--- config.mk ---
export PLATFORM = sky130hd
export DESIGN_NAME = rle_pixel_encoder_top
export DESIGN_NICKNAME = d
export VERILOG_FILES = /design/src/hdl/rpe_pkg.sv /design/src/hdl/rle_pixel_encoder_top.sv /design/src/hdl/rpe_front.sv /design/src/hdl/rpe_fifo.sv /design/src/hdl/rpe_back.sv
export SDC_FILE = /design/constraint.sdc
export NUM_CORES = 1
export LEC_CHECK = 0
export BUFFER_PORTS_ARGS = -buffer_cell sky130_fd_sc_hd__buf_2
export CAP_MARGIN = 5
export CORE_ASPECT_RATIO = 1.4
export CORE_MARGIN = 2
export CORE_UTILIZATION = 60
export DETAILED_ROUTE_END_ITERATION = 10
export PLACE_DENSITY = 0.8
export SLEW_MARGIN = 20
export SYNTH_ARGS = -nofsm -noshare
export SYNTH_HDL_FRONTEND = slang
export SYNTH_SLANG_ARGS = --single-unit
--- constraint.sdc ---
create_clock -name clk -period 4.5 [get_ports clk]
set_input_delay 0 -clock clk [delete_from_list [all_inputs] [get_ports clk]]
set_output_delay 0 -clock clk [all_outputs]
set_load 0.01 [all_outputs]
--- src/hdl/rpe_pkg.sv ---
// shared types and constants for the run-length pixel encoder
package rpe_pkg;

	localparam int unsigned PIXEL_W     = 8;
	localparam int unsigned COLOR_W     = 3;
	localparam int unsigned COUNT_W     = 5;
	localparam int unsigned BYTE_W      = 8;
	localparam int unsigned QUEUE_DEPTH = 4;
	localparam int unsigned QUEUE_AW    = 2;

	localparam logic [COUNT_W-1:0] SHORT_MAX = 5'd31;
	localparam logic [BYTE_W-1:0]  EXTRA_MAX = 8'd254;
	localparam logic [BYTE_W-1:0]  EXT_FULL  = 8'd255;

	// output bytes caused by one pixel, at most two
	typedef struct packed {
		logic                two;
		logic [BYTE_W-1:0]   byte0;
		logic                flast0;
		logic [BYTE_W-1:0]   byte1;
		logic                flast1;
	} rpe_entry_t;

endpackage

--- src/hdl/rle_pixel_encoder_top.sv ---
// top level of the run-length pixel encoder
//
//  channel  | dir | tdata             | tuser         | tlast
//  s_axis   | in  | [7:0] pixel       | -             | frame_end
//  m_axis   | out | [7:0] code_byte   | [0] item_last | frame_last
//
// one pixel per cycle is accepted while the four-entry queue has room
// a pixel yields zero, one or two bytes; the sender puts out one byte per cycle
// while m_axis is not stalled, so the two bytes of one pixel go out one by one
// run compare and increment are combinational, the queue write in the same cycle
// reset clears the run state, the queue pointers and the output valid
// a stalled m_axis fills the queue, then s_axis_tready drops
module rle_pixel_encoder_top import rpe_pkg::*; (
	input  logic        clk,
	input  logic        arst_n,
	input  logic        s_axis_tvalid,
	output logic        s_axis_tready,
	input  logic [7:0]  s_axis_tdata,   // [7:0] pixel
	input  logic        s_axis_tlast,
	output logic        m_axis_tvalid,
	input  logic        m_axis_tready,
	output logic [7:0]  m_axis_tdata,   // [7:0] code_byte
	output logic        m_axis_tuser,   // [0] item_last
	output logic        m_axis_tlast
);

	rpe_entry_t wr_entry;
	rpe_entry_t rd_entry;
	logic       push;
	logic       pop;
	logic       empty;
	logic       full;
	logic       pix_valid;

	// request taken whenever the queue is not full
	assign s_axis_tready = !full;
	assign pix_valid     = s_axis_tvalid && !full;

	rpe_front u_front (
		.clk       (clk),
		.arst_n    (arst_n),
		.pix_valid (pix_valid),
		.pixel     (s_axis_tdata),
		.frame_end (s_axis_tlast),
		.push      (push),
		.entry     (wr_entry)
	);

	rpe_fifo u_fifo (
		.clk      (clk),
		.arst_n   (arst_n),
		.push     (push),
		.wr_entry (wr_entry),
		.pop      (pop),
		.rd_entry (rd_entry),
		.empty    (empty),
		.full     (full)
	);

	rpe_back u_back (
		.clk        (clk),
		.arst_n     (arst_n),
		.rd_entry   (rd_entry),
		.empty      (empty),
		.pop        (pop),
		.out_valid  (m_axis_tvalid),
		.out_ready  (m_axis_tready),
		.code_byte  (m_axis_tdata),
		.item_last  (m_axis_tuser),
		.frame_last (m_axis_tlast)
	);

endmodule

--- src/hdl/rpe_front.sv ---
// run tracker: accepts pixels, updates run state, queues the bytes each pixel causes
module rpe_front import rpe_pkg::*; (
	input  logic                clk,
	input  logic                arst_n,
	input  logic                pix_valid,
	input  logic [PIXEL_W-1:0]  pixel,
	input  logic                frame_end,
	output logic                push,
	output rpe_entry_t          entry
);

	logic               active_q;
	logic [COLOR_W-1:0] color_q;
	logic [COUNT_W-1:0] short_q;
	logic               long_q;
	logic [BYTE_W-1:0]  extra_q;

	logic               active_n;
	logic [COLOR_W-1:0] color_n;
	logic [COUNT_W-1:0] short_n;
	logic               long_n;
	logic [BYTE_W-1:0]  extra_n;

	logic [COLOR_W-1:0] color;
	logic               pre_valid;
	logic [BYTE_W-1:0]  pre_byte;
	logic [BYTE_W-1:0]  close_byte;
	logic [COUNT_W-1:0] short_inc;

	assign color     = pixel[PIXEL_W-1 -: COLOR_W];
	assign short_inc = short_q + COUNT_W'(1);

	always_comb begin
		active_n  = active_q;
		color_n   = color_q;
		short_n   = short_q;
		long_n    = long_q;
		extra_n   = extra_q;
		pre_valid = 1'b0;
		pre_byte  = '0;
		if (active_q && color == color_q) begin
			if (!long_q) begin
				short_n = short_inc;
				if (short_inc == SHORT_MAX) begin
					// run reached 32: header goes out now
					pre_valid = 1'b1;
					pre_byte  = {color_q, SHORT_MAX};
					long_n    = 1'b1;
					extra_n   = '0;
				end
			end else if (extra_q >= EXTRA_MAX) begin
				pre_valid = 1'b1;
				pre_byte  = EXT_FULL;
				extra_n   = '0;
			end else begin
				extra_n = extra_q + BYTE_W'(1);
			end
		end else begin
			// color change closes the open run
			if (active_q) begin
				pre_valid = 1'b1;
				pre_byte  = long_q ? extra_q : {color_q, short_q};
			end
			active_n = 1'b1;
			color_n  = color;
			short_n  = '0;
			long_n   = 1'b0;
			extra_n  = '0;
		end

		close_byte = long_n ? extra_n : {color_n, short_n};

		entry.two    = pre_valid && frame_end;
		entry.byte0  = pre_valid ? pre_byte : close_byte;
		entry.flast0 = !pre_valid;
		entry.byte1  = close_byte;
		entry.flast1 = 1'b1;
		push         = pix_valid && (pre_valid || frame_end);

		if (frame_end) begin
			active_n = 1'b0;
			long_n   = 1'b0;
			short_n  = '0;
			extra_n  = '0;
		end
	end

	always_ff @(posedge clk or negedge arst_n) begin
		if (!arst_n) begin
			active_q <= 1'b0;
			color_q  <= '0;
			short_q  <= '0;
			long_q   <= 1'b0;
			extra_q  <= '0;
		end else if (pix_valid) begin
			active_q <= active_n;
			color_q  <= color_n;
			short_q  <= short_n;
			long_q   <= long_n;
			extra_q  <= extra_n;
		end
	end

endmodule

--- src/hdl/rpe_fifo.sv ---
// short queue of byte groups between the run tracker and the byte sender
module rpe_fifo import rpe_pkg::*; (
	input  logic        clk,
	input  logic        arst_n,
	input  logic        push,
	input  rpe_entry_t  wr_entry,
	input  logic        pop,
	output rpe_entry_t  rd_entry,
	output logic        empty,
	output logic        full
);

	rpe_entry_t           mem_q [QUEUE_DEPTH];
	logic [QUEUE_AW-1:0]  wr_ptr_q;
	logic [QUEUE_AW-1:0]  rd_ptr_q;
	logic [QUEUE_AW:0]    count_q;

	assign empty    = (count_q == '0);
	assign full     = (count_q == (QUEUE_AW+1)'(QUEUE_DEPTH));
	assign rd_entry = mem_q[rd_ptr_q];

	always_ff @(posedge clk) begin
		if (push) begin
			mem_q[wr_ptr_q] <= wr_entry;
		end
	end

	always_ff @(posedge clk or negedge arst_n) begin
		if (!arst_n) begin
			wr_ptr_q <= '0;
			rd_ptr_q <= '0;
			count_q  <= '0;
		end else begin
			if (push) begin
				wr_ptr_q <= wr_ptr_q + QUEUE_AW'(1);
			end
			if (pop) begin
				rd_ptr_q <= rd_ptr_q + QUEUE_AW'(1);
			end
			if (push && !pop) begin
				count_q <= count_q + (QUEUE_AW+1)'(1);
			end else if (pop && !push) begin
				count_q <= count_q - (QUEUE_AW+1)'(1);
			end
		end
	end

endmodule

--- src/hdl/rpe_back.sv ---
// byte sender: splits queued groups into single bytes behind an output register
module rpe_back import rpe_pkg::*; (
	input  logic               clk,
	input  logic               arst_n,
	input  rpe_entry_t         rd_entry,
	input  logic               empty,
	output logic               pop,
	output logic               out_valid,
	input  logic               out_ready,
	output logic [BYTE_W-1:0]  code_byte,
	output logic               item_last,
	output logic               frame_last
);

	logic              valid_q;
	logic              phase_q;
	logic [BYTE_W-1:0] byte_q;
	logic              ilast_q;
	logic              flast_q;
	logic              load;

	assign load       = !empty && (!valid_q || out_ready);
	assign pop        = load && (!rd_entry.two || phase_q);
	assign out_valid  = valid_q;
	assign code_byte  = byte_q;
	assign item_last  = ilast_q;
	assign frame_last = flast_q;

	always_ff @(posedge clk or negedge arst_n) begin
		if (!arst_n) begin
			valid_q <= 1'b0;
			phase_q <= 1'b0;
		end else begin
			if (load) begin
				valid_q <= 1'b1;
				phase_q <= rd_entry.two && !phase_q;
			end else if (out_ready) begin
				valid_q <= 1'b0;
			end
		end
	end

	always_ff @(posedge clk) begin
		if (load) begin
			byte_q  <= phase_q ? rd_entry.byte1 : rd_entry.byte0;
			flast_q <= phase_q ? rd_entry.flast1 : rd_entry.flast0;
			ilast_q <= phase_q || !rd_entry.two;
		end
	end

endmodule

==> summary.md <==
| Metric | Value |
|---|---|
| Outcome | complete, no violations |
| Initial antenna violation count | 0 |
| PostCTS Resize Cnt | 0 |
| CTS buffer count | 9 |
| Final #Nets | 396 |
| Synth Cell Area | 5110 um2 |
| RR Endpoint | u_fifo.count_q[2] |
| Number of global-route vias before repair | 3028 |
| DR vias | 2939 |
| Setup CP Type | reg2reg |
| Worst EP required | 4.77 ns |
| Seq/Total Area, Yosys | 0.614 |
| Worst r2r src | u_front.short_q[0] |
| Dominant synthesized flop cell | edfxtp_1 |
| Final setup TNS | 0 ns |
| Site row count | 39 |
| Worst-path clk slew | 0.06 ns |
| Worst slew pin tran | 0.771 ns |
| Synth unique cells | 60 |
| Post-Synthesis Cells | 344 |
| # setup viols final | 0 |
| Min Tclk post-route | 2.95 ns |
| Initial drt markers | 313 |
| CTS tree | built |
| Reg2reg setup slack | 1.55 ns |
| Total power | 3.35 mW |
| Syn_nets | 367 |
| Hold buffer count at CTS | 5 |
| Seq pwr share | 0.458 |
| Worst Hold End | u_front.active_q |
| Total global routing overflow | 0 |
| Clock share of power | 0.236 |
| RSZ-0062 raised after global routing | false |
| Leak pwr | 2.07 nW |
| Fill cells | 540 |
| Warnings from Yosys | 0 |
| Register-to-Register Path Depth | 12 |
| Post-CTS setup buffer count | 0 |
| Crit start category | flip-flop |
| Worst Setup End Kind | flip-flop |
| Largest cells by area after synthesis | edfxtp_1, dfrtp_1, mux4_2 |
| Number of synthesized flops with an enable pin | 82 |
| CP max-delay cell | dfrtp_1 |
| Area of the core | 8200 um2 |
| DR WL/cell | 20.2 um |
| Fraction of layout instances using a drive strength above 1 | 0.243 |
| Final hold violations | 0 |
| Global-route wire length before repair | 15.8 mm |
| Worst-Skew Late Latency | 0.35 ns |
| FMAX | 338 MHz |
| Clock skew | 0.00579 ns |
| Comb pwr share | 0.306 |
| CTS H-tree lvls | 3 |
| Final ANT Viol Nets | 0 |
| Area share of the largest cell type after synthesis | 0.482 |
| N_diodes | 0 |
| Starting Density | 0.623 |
| Die height | 113 um |
| Synth area leader | edfxtp_1 |
| Post-synthesis async set-or-reset flop share | 0.248 |
| Min-delay src | s_axis_tlast |
| Period utilization | 0.657 |
| Commonest cells post-synth | edfxtp_1, dfrtp_1, nand2_1 |
| Fin. max-slew vios | 0 |
| Chip Width | 82.0 um |
| Critical Path AT | 3.22 ns |
| Largest net degree at the start of global routing | 28 |
| # IOs | 25 |
| Total Routing Usage GR | 0.235 |
| Final Instance Area | 5670 um2 |
| Worst Path Max Fanout | 11 |
| Sw Pwr | 1.00 mW |
| Placed cell area | 5310 um2 |
| Pwr Density | 591 nW/um2 |
| Mean Syn Cell Area | 14.9 um2 |
| CTS Buffer Depth | 2 |
| Non-filler instance count after layout | 480 |
| Count leader, synth | edfxtp_1 |
| Clock Tree Root | clkbuf_16 |
| First-pass DRT Iterations | 5 |
| Placed cell count | 459 |
| DRC | 0 |
| Die area | 9280 um2 |
| Vias per cell | 6.12 |
| Int Pwr | 2.35 mW |
| Clock Sinks | 109 |
| Final HPWL DP | 6.54 mm |
| Final wirelength | 9.70 mm |
| Worst min path class | in2reg |
| Max Cap Viol | 0 |
| Synthesis-to-finish area growth | 10.9% |
| Critical path's largest stage delay | 0.48 ns |
| WHS Path Cells | 2 |
| Rel. slew slack | 0.484 |
| GPL Wtd Cong | 0.908 |
| Worst vdd ir | 0.465 mV |
| Port Buffer Count | 19 |
| Worst path cell trace | ha_1, nand4_1, or2_2, nand3_2, a41oi_4, inv_1, ha_1, inv_1, fa_1, xor2_1, nor2_1, xor2_1 |
| Synthesis-stage register bit count | 109 |
| Sw frac | 0.299 |
## registers in the layout, indices dropped and copies added (netlist names), 2 cells and up
| signal | cells |
|---|---|
| u_fifo.mem_q | 72 |
| u_back.code_byte | 8 |
| u_front.extra_q | 8 |
| u_front.short_q | 5 |
| u_fifo.count_q | 3 |
| u_front.color_q | 3 |
| u_fifo.rd_ptr_q | 2 |
| u_fifo.wr_ptr_q | 2 |
## cells by family after synthesis
logic type               after synthesis  share of synthesized area
flip-flops                           109                      0.614
AND/OR/NAND/NOR                       76                     0.0813
AO/OA/AOI/OAI                         66                      0.100
multiplexers                          36                      0.118
buffers and inverters                 30                     0.0267
XOR/XNOR                              17                     0.0335
adder cells (fa/ha/maj)               10                     0.0259
## worst max path at each step
stage                                    to                from  cells past startpoint  slack, ns
after floorplan           u_fifo.count_q[1]   u_fifo.count_q[0]                     10       1.86
after global placement    u_fifo.count_q[1]  u_front.short_q[0]                     11       1.68
after detailed placement  u_fifo.count_q[2]  u_front.short_q[0]                     12       1.58
after CTS                 u_fifo.count_q[2]  u_front.short_q[0]                     12       1.53
after global routing      u_fifo.count_q[2]  u_front.short_q[0]                     12       1.38
final                     u_fifo.count_q[2]  u_front.short_q[0]                     12       1.55
## routing by layer
| metal | global-route usage | wire length, um | up-vias |
|---|---|---|---|
| met2 | 0.393 | 5230 | 97 |
| met4 | 0.109 | 213 | 0 |
| met1 | 0.302 | 3800 | 1464 |
| li1 | - | - | 1364 |
| met3 | 0.0327 | 452 | 14 |
| met5 | 0 | 0 | - |
## cell usage in the layout (no fill, tap or decap), types with 4 or more instances in the layout
master and count:
and2_1 5, o21a_1 4, clkbuf_16 9, dfrtp_1 27
xnor2_1 6, o2bb2ai_1 6, mux2i_1 5, edfxtp_1 82
buf_4 7, dlygate4sd3_1 5, ha_1 9, nand2_1 26
nand3_1 5, xor2_1 8, or2_2 4, nor2_1 15
o21ai_0 15, buf_2 19, a21oi_1 10, mux4_2 18
mux2_2 12, inv_1 16, a21o_1 6
## worst max-delay path, delay by kind of cell, from the launching register on
family	cells	cell delay, ns
adders and majority gates	3	0.84
and+or+nand+nor	4	0.81
DFF	1	0.48
xor gates and xnor gates	2	0.32
AOI/OAI and AO/OA	1	0.23
buffers and inverters	2	0.19
## per-stage QoR
stage          utilization  setup WS (ns)  hold WS (ns)
2_1_floorplan            -           1.86        -0.296
3_3_place_gp         0.648           1.68        0.0429
3_5_place_dp         0.648           1.58        0.0558
4_1_cts              0.691           1.53        0.0244
5_1_grt              0.691           1.38        0.0368
6_report             0.691           1.55        0.0271
## power groups by stage
stage          registers (mW)  logic (mW)  clock network (mW)
2_1_floorplan            1.53       0.760                   0
3_3_place_gp             1.53       0.989                   0
3_5_place_dp             1.56        1.03                   0
4_1_cts                  1.54        1.04               0.802
5_1_grt                  1.56        1.12               0.840
6_report                 1.54        1.02               0.790
## cell type report
| cell class | count | area (um2) | share of cell area |
|---|---|---|---|
| well taps | 102 | 128 | 0.0225 |
| inverters | 17 | 63.8 | 0.0113 |
| repair buffers | 31 | 198 | 0.0349 |
| clock inverters | 4 | 47.5 | 0.00839 |
| multi-input cells | 205 | 1840 | 0.324 |
| flip-flops and latches | 109 | 3140 | 0.554 |
| clock buffers | 12 | 256 | 0.0453 |
Power figures use the tool's default switching activity.
